[src/rtl/core/sbmh_pkg.sv]
`timescale 1ns / 1ps
// ----------------------------------------------------------------------------
// sbmh_pkg
// Shared constants for the salted byte-mix hash: seed, round constants,
// field widths and configuration register indexes.
// ----------------------------------------------------------------------------
package sbmh_pkg;

  localparam int unsigned SALT_BYTES_DEF = 8;

  localparam int unsigned BYTE_W   = 8;
  localparam int unsigned HASH_W   = 32;
  localparam int unsigned LEN_W    = 4;
  localparam int unsigned CFG_W    = 64;
  localparam int unsigned CFG_ADDR_W = 1;

  localparam logic [HASH_W-1:0] SEED_VALUE = 32'hDEADBEEF;
  localparam logic [HASH_W-1:0] XOR_CONST  = 32'hADEF8593;
  localparam logic [HASH_W-1:0] MUL_CONST  = 32'h34FE9B09;

  localparam logic [CFG_ADDR_W-1:0] REG_SALT_WORD   = 1'b0;
  localparam logic [CFG_ADDR_W-1:0] REG_SALT_LENGTH = 1'b1;

endpackage

[src/rtl/core/sbmh_if.sv]
`timescale 1ns / 1ps
// ----------------------------------------------------------------------------
// sbmh interfaces
// Valid/ready channels for message bytes in and hash values out.
// ----------------------------------------------------------------------------
interface sbmh_in_if import sbmh_pkg::*; ();
  logic              valid;
  logic              ready;
  logic [BYTE_W-1:0] message_byte;
  logic              last_byte;

  modport source (output valid, output message_byte, output last_byte, input ready);
  modport sink   (input valid, input message_byte, input last_byte, output ready);
endinterface

interface sbmh_out_if import sbmh_pkg::*; ();
  logic              valid;
  logic              ready;
  logic [HASH_W-1:0] hash_value;

  modport source (output valid, output hash_value, input ready);
  modport sink   (input valid, input hash_value, output ready);
endinterface

[src/rtl/core/salted_byte_mix_hash32_top.sv]
`timescale 1ns / 1ps
// ----------------------------------------------------------------------------
// salted_byte_mix_hash32_top
// Salted 32-bit byte-mix hash. A small sequencer drives one shared mixing
// round twice per message byte: message byte first, then salt byte.
// ----------------------------------------------------------------------------
//  channel  | dir | handshake        | payload
//  in_req   | in  | valid / ready    | message_byte[7:0], last_byte
//  out_res  | out | valid / ready    | hash_value[31:0]
//  cfg      | in  | cfg_we           | cfg_addr[0], cfg_wdata[63:0]
//
//  one request steps in turn through accept, message round, salt round
//  the multiplier in the mixing round sets the round time, one round a cycle unless a last byte's salt round stalls
//  the hash sits in an output register; a new request is taken while it waits
//  a last byte stalls in its salt round only while an earlier hash is unread
//  reset (rst_n, synchronous) sets the seed, salt position 0 and length 8
// ----------------------------------------------------------------------------
module salted_byte_mix_hash32_top import sbmh_pkg::*; #(
  parameter int unsigned SALT_BYTES = SALT_BYTES_DEF
) (
  input  logic                  clk,
  input  logic                  rst_n,
  sbmh_in_if.sink               in_req,
  sbmh_out_if.source            out_res,
  input  logic                  cfg_we,
  input  logic [CFG_ADDR_W-1:0] cfg_addr,
  input  logic [CFG_W-1:0]      cfg_wdata
);

  localparam int unsigned POS_W  = (SALT_BYTES > 1) ? $clog2(SALT_BYTES) : 1;
  localparam int unsigned SALT_W = SALT_BYTES * BYTE_W;

  localparam logic [1:0] ST_IDLE = 2'd0;
  localparam logic [1:0] ST_MSG  = 2'd1;
  localparam logic [1:0] ST_SALT = 2'd2;

  logic [1:0]        state_r, state_nxt;
  logic [HASH_W-1:0] acc_r, acc_nxt;
  logic [POS_W-1:0]  pos_r, pos_nxt;
  logic [BYTE_W-1:0] byte_r;
  logic              last_r;
  logic [SALT_W-1:0] salt_word_r;
  logic [LEN_W-1:0]  salt_length_r;
  logic              out_valid_r, out_valid_nxt;
  logic [HASH_W-1:0] out_hash_r;
  logic              out_load;

  logic [BYTE_W-1:0] round_byte;
  logic [HASH_W-1:0] round_acc;
  logic [LEN_W-1:0]  eff_len;
  logic [LEN_W-1:0]  pos_inc;

  sbmh_mix_round u_round (
    .acc_in  (acc_r),
    .byte_in (round_byte),
    .acc_out (round_acc)
  );

  assign in_req.ready       = (state_r == ST_IDLE);
  assign out_res.valid      = out_valid_r;
  assign out_res.hash_value = out_hash_r;

  // salt length clamp
  always_comb begin
    eff_len = salt_length_r;
    if (eff_len == '0) begin
      eff_len = LEN_W'(1);
    end else if (eff_len > LEN_W'(SALT_BYTES)) begin
      eff_len = LEN_W'(SALT_BYTES);
    end
    pos_inc = LEN_W'(pos_r) + LEN_W'(1);
  end

  always_comb begin
    state_nxt     = state_r;
    acc_nxt       = acc_r;
    pos_nxt       = pos_r;
    out_load      = 1'b0;
    out_valid_nxt = out_valid_r & ~out_res.ready;
    round_byte    = byte_r;
    unique case (state_r)
      ST_IDLE: begin
        if (in_req.valid) begin
          state_nxt = ST_MSG;
        end
      end
      ST_MSG: begin
        acc_nxt   = round_acc;
        state_nxt = ST_SALT;
      end
      ST_SALT: begin
        round_byte = salt_word_r[pos_r*BYTE_W +: BYTE_W];
        if (!last_r) begin
          acc_nxt   = round_acc;
          pos_nxt   = (pos_inc >= eff_len) ? '0 : POS_W'(pos_inc);
          state_nxt = ST_IDLE;
        end else if (!out_valid_r || out_res.ready) begin
          out_load      = 1'b1;
          out_valid_nxt = 1'b1;
          acc_nxt       = SEED_VALUE;
          pos_nxt       = '0;
          state_nxt     = ST_IDLE;
        end
      end
      default: begin
        state_nxt = ST_IDLE;
      end
    endcase
  end

  always_ff @(posedge clk) begin
    if (!rst_n) begin
      state_r       <= ST_IDLE;
      acc_r         <= SEED_VALUE;
      pos_r         <= '0;
      out_valid_r   <= 1'b0;
      salt_word_r   <= '0;
      salt_length_r <= LEN_W'(8);
    end else begin
      state_r     <= state_nxt;
      acc_r       <= acc_nxt;
      pos_r       <= pos_nxt;
      out_valid_r <= out_valid_nxt;
      if (cfg_we) begin
        unique case (cfg_addr)
          REG_SALT_WORD:   salt_word_r   <= cfg_wdata[SALT_W-1:0];
          REG_SALT_LENGTH: salt_length_r <= cfg_wdata[LEN_W-1:0];
          default: ;
        endcase
      end
    end
  end

  // payload registers
  always_ff @(posedge clk) begin
    if (in_req.valid && in_req.ready) begin
      byte_r <= in_req.message_byte;
      last_r <= in_req.last_byte;
    end
    if (out_load) begin
      out_hash_r <= round_acc;
    end
  end

endmodule

[src/rtl/core/sbmh_mix_round.sv]
`timescale 1ns / 1ps
// ----------------------------------------------------------------------------
// sbmh_mix_round
// One mixing round: sign xor, constant xor, constant multiply, shifted xor,
// rotate left by 8 and a final xor of the sign-extended byte.
// ----------------------------------------------------------------------------
module sbmh_mix_round import sbmh_pkg::*; (
  input  logic [HASH_W-1:0] acc_in,
  input  logic [BYTE_W-1:0] byte_in,
  output logic [HASH_W-1:0] acc_out
);

  logic [HASH_W-1:0] sext;
  logic [HASH_W-1:0] pre;
  logic [HASH_W-1:0] prod;
  logic [HASH_W-1:0] shx;

  always_comb begin
    sext    = {{(HASH_W-BYTE_W){byte_in[BYTE_W-1]}}, byte_in};
    pre     = acc_in ^ {HASH_W{byte_in[BYTE_W-1]}} ^ XOR_CONST;
    prod    = pre * MUL_CONST;
    shx     = prod ^ {sext[HASH_W-14:0], 13'b0};
    acc_out = {shx[HASH_W-9:0], shx[HASH_W-1:HASH_W-8]} ^ sext;
  end

endmodule

[src/flat_wrapper.sv]
// flat-port wrapper written by rule: the top's interface ports become plain ports
module salted_byte_mix_hash32_top_flat import sbmh_pkg::*;
#(
  parameter int unsigned SALT_BYTES = SALT_BYTES_DEF
)
  (clk, rst_n, cfg_we, cfg_addr, cfg_wdata, in_req_valid, in_req_message_byte, in_req_last_byte, in_req_ready, out_res_valid, out_res_hash_value, out_res_ready);
  sbmh_in_if in_req_i ();
  sbmh_out_if out_res_i ();
  input  logic clk;
  input  logic rst_n;
  input  logic cfg_we;
  input  logic [CFG_ADDR_W-1:0] cfg_addr;
  input  logic [CFG_W-1:0] cfg_wdata;
  input wire logic [$bits(in_req_i.valid)-1:0] in_req_valid;
  input wire logic [$bits(in_req_i.message_byte)-1:0] in_req_message_byte;
  input wire logic [$bits(in_req_i.last_byte)-1:0] in_req_last_byte;
  output wire logic [$bits(in_req_i.ready)-1:0] in_req_ready;
  output wire logic [$bits(out_res_i.valid)-1:0] out_res_valid;
  output wire logic [$bits(out_res_i.hash_value)-1:0] out_res_hash_value;
  input wire logic [$bits(out_res_i.ready)-1:0] out_res_ready;
  assign in_req_i.valid = in_req_valid;
  assign in_req_i.message_byte = in_req_message_byte;
  assign in_req_i.last_byte = in_req_last_byte;
  assign in_req_ready = in_req_i.ready;
  assign out_res_valid = out_res_i.valid;
  assign out_res_hash_value = out_res_i.hash_value;
  assign out_res_i.ready = out_res_ready;
  salted_byte_mix_hash32_top #(.SALT_BYTES(SALT_BYTES)) u_core (.clk(clk), .rst_n(rst_n), .in_req(in_req_i), .out_res(out_res_i), .cfg_we(cfg_we), .cfg_addr(cfg_addr), .cfg_wdata(cfg_wdata));
endmodule
[config.mk]
export PLATFORM = sky130hd
export DESIGN_NAME = salted_byte_mix_hash32_top_flat
export DESIGN_NICKNAME = d
export VERILOG_FILES = /design/src/rtl/core/sbmh_pkg.sv /design/src/rtl/core/sbmh_if.sv /design/src/rtl/core/salted_byte_mix_hash32_top.sv /design/src/rtl/core/sbmh_mix_round.sv /design/src/flat_wrapper.sv
export SDC_FILE = /design/constraint.sdc
export NUM_CORES = 1
export LEC_CHECK = 0
export BUFFER_PORTS_ARGS = -buffer_cell sky130_fd_sc_hd__clkbuf_2
export CAP_MARGIN = 20
export CORE_MARGIN = 8
export CORE_UTILIZATION = 23
export CTS_CLUSTER_DIAMETER = 40
export DETAILED_ROUTE_END_ITERATION = 10
export HOLD_SLACK_MARGIN = 0.05
export PLACE_DENSITY = 0.37
export SKIP_LAST_GASP = 1
export SYNTH_ARGS = -nofsm -noshare
export SYNTH_HDL_FRONTEND = slang
export SYNTH_HIERARCHICAL = 1
export SYNTH_SLANG_ARGS = --single-unit
[constraint.sdc]
create_clock -name clk -period 8 [get_ports clk]
set_input_delay 0.4 -clock clk [delete_from_list [all_inputs] [get_ports clk]]
set_output_delay 0.4 -clock clk [all_outputs]
set_load 0.05 [all_outputs]
# Word-level counts from Yosys, hierarchy flattened

Cells that the tools add are included.

Add/sub/neg operators: 1
$mul: 1
Magnitude comparators: 2
Equality and inequality tests: 5
Shift-type cells: 1
Multiplexer cells: 19
Bitwise operators: 7
Reduce and logical (&&, ||, !) cells: 11

Operators by type and width:

| operator               | count |
|---|---|
| $xor 32x32->32         | 3 |
| $mux 32                | 2 |
| $pmux 32 s2            | 1 |
| $shiftx 64x7->8        | 1 |
| $mul 32x30->32 const B | 1 |
| $not 19->19            | 1 |
| $reduce_and 2->1       | 5 |
| $mux 3                 | 3 |
| $mux 4                 | 2 |
| $mux 8                 | 1 |
| $mux 1                 | 6 |
| $mux 2                 | 3 |
| $pmux 2 s3             | 1 |
| $add 3x1->4 const B    | 1 |
| $ge 4x4->1             | 1 |
| $gt 4x4->1 const B     | 1 |
| $logic_not 4->1        | 1 |
| $ne 2x2->1 const B     | 2 |
| $ne 3x3->1 const B     | 1 |
| $eq 2x1->1 const B     | 1 |
| $eq 2x2->1 const B     | 1 |
| $logic_not 2->1        | 1 |
| $not 1->1              | 2 |
| $reduce_bool 2->1      | 1 |
| 4 further kinds        | 4 |

Flip-flop bits (word level): 147
Bits of input ports: 79
Output and inout bits: 34
Logic and storage cells: 56

# Logic depth before layout (Yosys ltp)

Depth in word-level cells: 9
Depth in mapped cells: 35

# Modules after synthesis

The synthesis kept the hierarchy.

By module, submodules not included:

| module                     | times used | cells an instance | area an instance (um^2) |
|---|---|---|---|
| sbmh_mix_round             | 1          | 851               | 8,378.0 |
| salted_byte_mix_hash32_top | 1          | 612               | 6,043.3 |

# Least setup slack after synthesis

No wires, ideal clock.

Path type: reg2reg
Start point: reg u_core.pos_r[0]
End point: reg u_core.acc_r[5]
Data arrival time: 8.257 ns
Required time: 7.931 ns
Setup slack: -0.325 ns
Stages on the path, launching flop included: 32
Clock period less this slack: 8.325 ns
Path through: dfxtp_1 buf_4 buf_6 mux2i_1 a22oi_1 nand3_1 nand2_1 clkbuf_1 buf_1 buf_2 xor2_1 ha_1 inv_1 fa_1 fa_1 inv_1 fa_1 fa_1 fa_1 inv_1 fa_1 inv_1 ha_1 ha_1 a21o_1 a21o_1 a2111oi_0 a31oi_1 or4_1 nand3_1 nor3_1 o21ai_1

Cells in the longest elaborated chain, start to end: 9

RTL lines:

| what                         | line                              | source |
|---|---|---|
| from (decl)                  | salted_byte_mix_hash32_top.sv:39  | `logic [POS_W-1:0] pos_r, pos_nxt;` |
| from (signal assigned)       | salted_byte_mix_hash32_top.sv:122 | `pos_r <= pos_nxt;` |
| $shiftx 64x7->8 *            | salted_byte_mix_hash32_top.sv:92  | `round_byte = salt_word_r[pos_r*BYTE_W +: BYTE_W];` |
| $mux 8 *                     | salted_byte_mix_hash32_top.sv:81  | `unique case (state_r)` |
| net u_core.round_byte[7]     | salted_byte_mix_hash32_top.sv:48  | `logic [BYTE_W-1:0] round_byte;` |
| $xor 32x32->32               | sbmh_mix_round.sv:20              | `pre = acc_in ^ {HASH_W{byte_in[BYTE_W-1]}} ^ XOR_CONST;` |
| $not 19->19 (no source line) | n/a                               |  |
| $mul 32x30->32               | sbmh_mix_round.sv:21              | `prod = pre * MUL_CONST;` |
| $xor 32x32->32 *             | sbmh_mix_round.sv:22              | `shx = prod ^ {sext[HASH_W-14:0], 13'b0};` |
| $xor 32x32->32 *             | sbmh_mix_round.sv:23              | `acc_out = {shx[HASH_W-9:0], shx[HASH_W-1:HASH_W-8]} ^ sext;` |
| net u_core.round_acc[5]      | salted_byte_mix_hash32_top.sv:49  | `logic [HASH_W-1:0] round_acc;` |
| $mux 32                      | salted_byte_mix_hash32_top.sv:93  | `if (!last_r) begin` |
| $pmux 32 s2 *                | salted_byte_mix_hash32_top.sv:81  |  |
| to (signal assigned)         | salted_byte_mix_hash32_top.sv:121 | `acc_r <= acc_nxt;` |
| to (decl)                    | salted_byte_mix_hash32_top.sv:38  | `logic [HASH_W-1:0] acc_r, acc_nxt;` |

The timed path passes the listed nets; every way through them passes the cells marked *.
A chain may end at the register's enable or synchronous reset.

# Worst setup path after layout

Start point: reg u_core.pos_r[1]
End point: reg u_core.out_hash_r[4] (netlist: u_core/out_res.hash_value[4]), data pin

Cells in the longest elaborated chain, start to end: 7

RTL lines:

| what                         | line                              | source |
|---|---|---|
| $shiftx 64x7->8 *            | salted_byte_mix_hash32_top.sv:92  |  |
| $mux 8 *                     | salted_byte_mix_hash32_top.sv:81  |  |
| net u_core.round_byte[7]     | salted_byte_mix_hash32_top.sv:48  |  |
| $xor 32x32->32               | sbmh_mix_round.sv:20              |  |
| $not 19->19 (no source line) | n/a                               |  |
| $mul 32x30->32               | sbmh_mix_round.sv:21              |  |
| $xor 32x32->32 *             | sbmh_mix_round.sv:22              |  |
| $xor 32x32->32 *             | sbmh_mix_round.sv:23              |  |
| net u_core.round_acc[4]      | salted_byte_mix_hash32_top.sv:49  |  |
| to (signal assigned)         | salted_byte_mix_hash32_top.sv:141 | `out_hash_r <= round_acc;` |
| to (decl)                    | salted_byte_mix_hash32_top.sv:45  | `logic [HASH_W-1:0] out_hash_r;` |

Marks and branches as above.

==> flow_metrics.tcl <==
set metrics [dict create \
    fillers 6679 \
    cp.arrival_ns 7.94 \
    max-slew-margin-rel_pct 28.4 \
    dpl_cell_area_sq_um 16300 \
    drc 0 \
    synth_seq_area_share_pct 23.3 \
    critPathMostFrequentCell "fa_1" \
    diodes 0 \
    finClkSkew_ns 0.00949 \
    syn_area_sq_um 14400 \
    cpMaxStageDelayCell "fa_1" \
    r2r_cells 27 \
    place_congestion 0.852 \
    clock_sinks 147 \
    crit_type "register to register" \
    synth_largest_area_cell "fa_1" \
    root_buffer "clkbuf_16" \
    grt_pass1_vias 11200 \
    synth_most_common_cell "inv_1" \
    syn_nets 1893 \
    die_area_sq_um 71000 \
    ios 113 \
    synth_common_cells "268 x inv_1, 192 x ha_1, 167 x nand2_1, 159 x fa_1, 106 x dfxtp_1" \
    synth_cells 1463 \
    cp_max_fo 7 \
    num_rows 92 \
    drtIter0Drc 411 \
    die_w_um 266 \
    outcome "completed" \
    drtAntennaViolNets 0 \
    die_h_um 266 \
    finalCritPeriodShare_pct 96.4 \
    yosys-top-cells-area "fa_1 22%, ha_1 17%, dfxtp_1 15%" \
    drt-pass1-iter-count 5 \
    grt_pass1_wl_um 71400 \
    cts_tree "yes" \
    async_flop_share_pct 0 \
    cp-end-kind "register" \
    cts-htree-levels 4 \
    drv_cap 0 \
    cts_buffers 17 \
    wl_um 47000 \
    clkSlewWorstSetupHoldPaths_ns 0.07 \
    overflow 0 \
    antenna_found_initial 0 \
    start_util_pct 23.1 \
    min_path_type "input port to register" \
    period_needed_ns 7.71 \
    synth_area_per_cell_sq_um 9.86 \
    setup_viol 0 \
    dp_hpwl_um 39000 \
    layout-drive-gt1-share_pct 17.0 \
    rsz0062_at_grt "yes" \
    ys_types 68 \
    hold_depth 1 \
    num-nets-final 2057 \
    via_per_inst 4.10 \
    clk_path_buf_depth 2 \
    startpoint_type "register" \
    core_area_sq_um 62500 \
    slew_violations 0 \
    grt_usage_pct 13.6 \
    worst_path_largest_cell_delay_ns 0.61 \
    wl_per_cell_um 18.9 \
    worst_pin_slew_ns 1.07 \
    clock_latency_ns 0.46 \
    synth_edf_count 41 \
    num_vias 10200 \
    synthToLayoutAreaGrowth_pct 19.4 \
    ys_seq_elements 147 \
    ys_warn_count 6 \
    synth_top_area_share_pct 22.1 \
    clock.fmax_mhz 130 \
    fin_area_sq_um 17200 \
    grt_start_max_net_pins 107 \
    port_buffers 112 \
    final_hold_viol_count 0 \
    cp.required_ns 8.22 \
    synth_ff_type "dfxtp_1" \
]
-- cell usage in the layout (no fill, tap or decap), drive strengths merged, types with 60 or more instances in the layout --
| cell | count |
|---|---|
| ha | 192 |
| nand2 | 169 |
| fa | 159 |
| clkbuf | 134 |
| buf | 84 |
| inv | 269 |
| a21boi | 76 |
| xor2 | 60 |
| dfxtp | 106 |
| xnor2 | 61 |
-- per-layer routing --
layer	vias to the layer above	part of all wire (%)	GRT usage, %
met3	40	3.5	2.62
met5	-	0	0
met1	4962	46	17.5
met2	162	48	22.9
met4	0	2.0	4.08
li1	5019	-	-
-- critical path: cells and delay by family, from the launching register on --
kind                     cells  cell delay, ns
adder cells (fa/ha/maj)      9            3.95
AND/OR/NAND/NOR              6            1.05
AO/OA/AOI/OAI                4            0.88
buffers and inverters        6            0.75
XOR/XNOR                     2            0.45
flip-flops                   1            0.37
-- flip-flops by register name (all words and copies together), names as in the netlist --
register                   cells
u_core/salt_word_r            64
u_core/acc_r                  32
u_core/out_res.hash_value     32
u_core/byte_r                  8
u_core/salt_length_r           4
u_core/pos_r                   3
u_core/state_r                 2
u_core/last_r                  1
u_core/out_res.valid           1
-- path summary, 6_finish.rpt --
kind                               start                      endpoint  slack [ns]
hold / removal    in_req_message_byte[3]              u_core/byte_r[3]        0.12
hold reg to reg   u_core/salt_word_r[26]        u_core/salt_word_r[26]        0.45
setup / recovery         u_core/pos_r[1]  u_core/out_res.hash_value[4]        0.29
setup reg to reg         u_core/pos_r[1]  u_core/out_res.hash_value[4]        0.29
-- per-stage QoR --
step                      utilization [%]  setup slack (ns)  hold slack [ns]  std cells  TNS [ns]
after global placement               26.1            0.0923            0.448       2439         0
final                                27.6             0.289            0.124       2486         0
after global routing                 27.6           -0.0147           0.0868       2486   -0.0147
after CTS                            27.0           0.00653           0.0767       2471         0
after floorplan                         -             0.138            0.434       1463         0
after detailed placement             26.1            0.0512            0.445       2439         0
-- cells by family after synthesis --
| kind of cell | share of synthesized area [%] |
|---|---|
| fa+ha+maj | 38.7 |
| flops | 23.3 |
| compound gates | 9.74 |
| buf+inv | 9.24 |
| mux | 2.29 |
| xor+xnor | 7.35 |
| simple gates | 9.40 |
-- area by class of cell --
class	count	area (sq um)	share of cell area [%]
well taps	846	1060	6.15
clock inverters	9	73.8	0.429
clock buffers	23	489	2.84
multi-input cells	998	9990	58.0
inverters	268	1010	5.84
flip-flops and latches	147	3360	19.5
repair buffers	195	1250	7.25
-- timing repair --
action | in CTS | in global routing
endpoints found under the setup margin | 0 | 17
hold endpoints to repair | 0 | 0
hold buffers | 0 | 0
buffers inserted | 0 | 13
gates resized for setup | 0 | 39
Power is not shown: default switching activity piles up to over one toggle a cycle in this logic, so the estimate is an artifact.
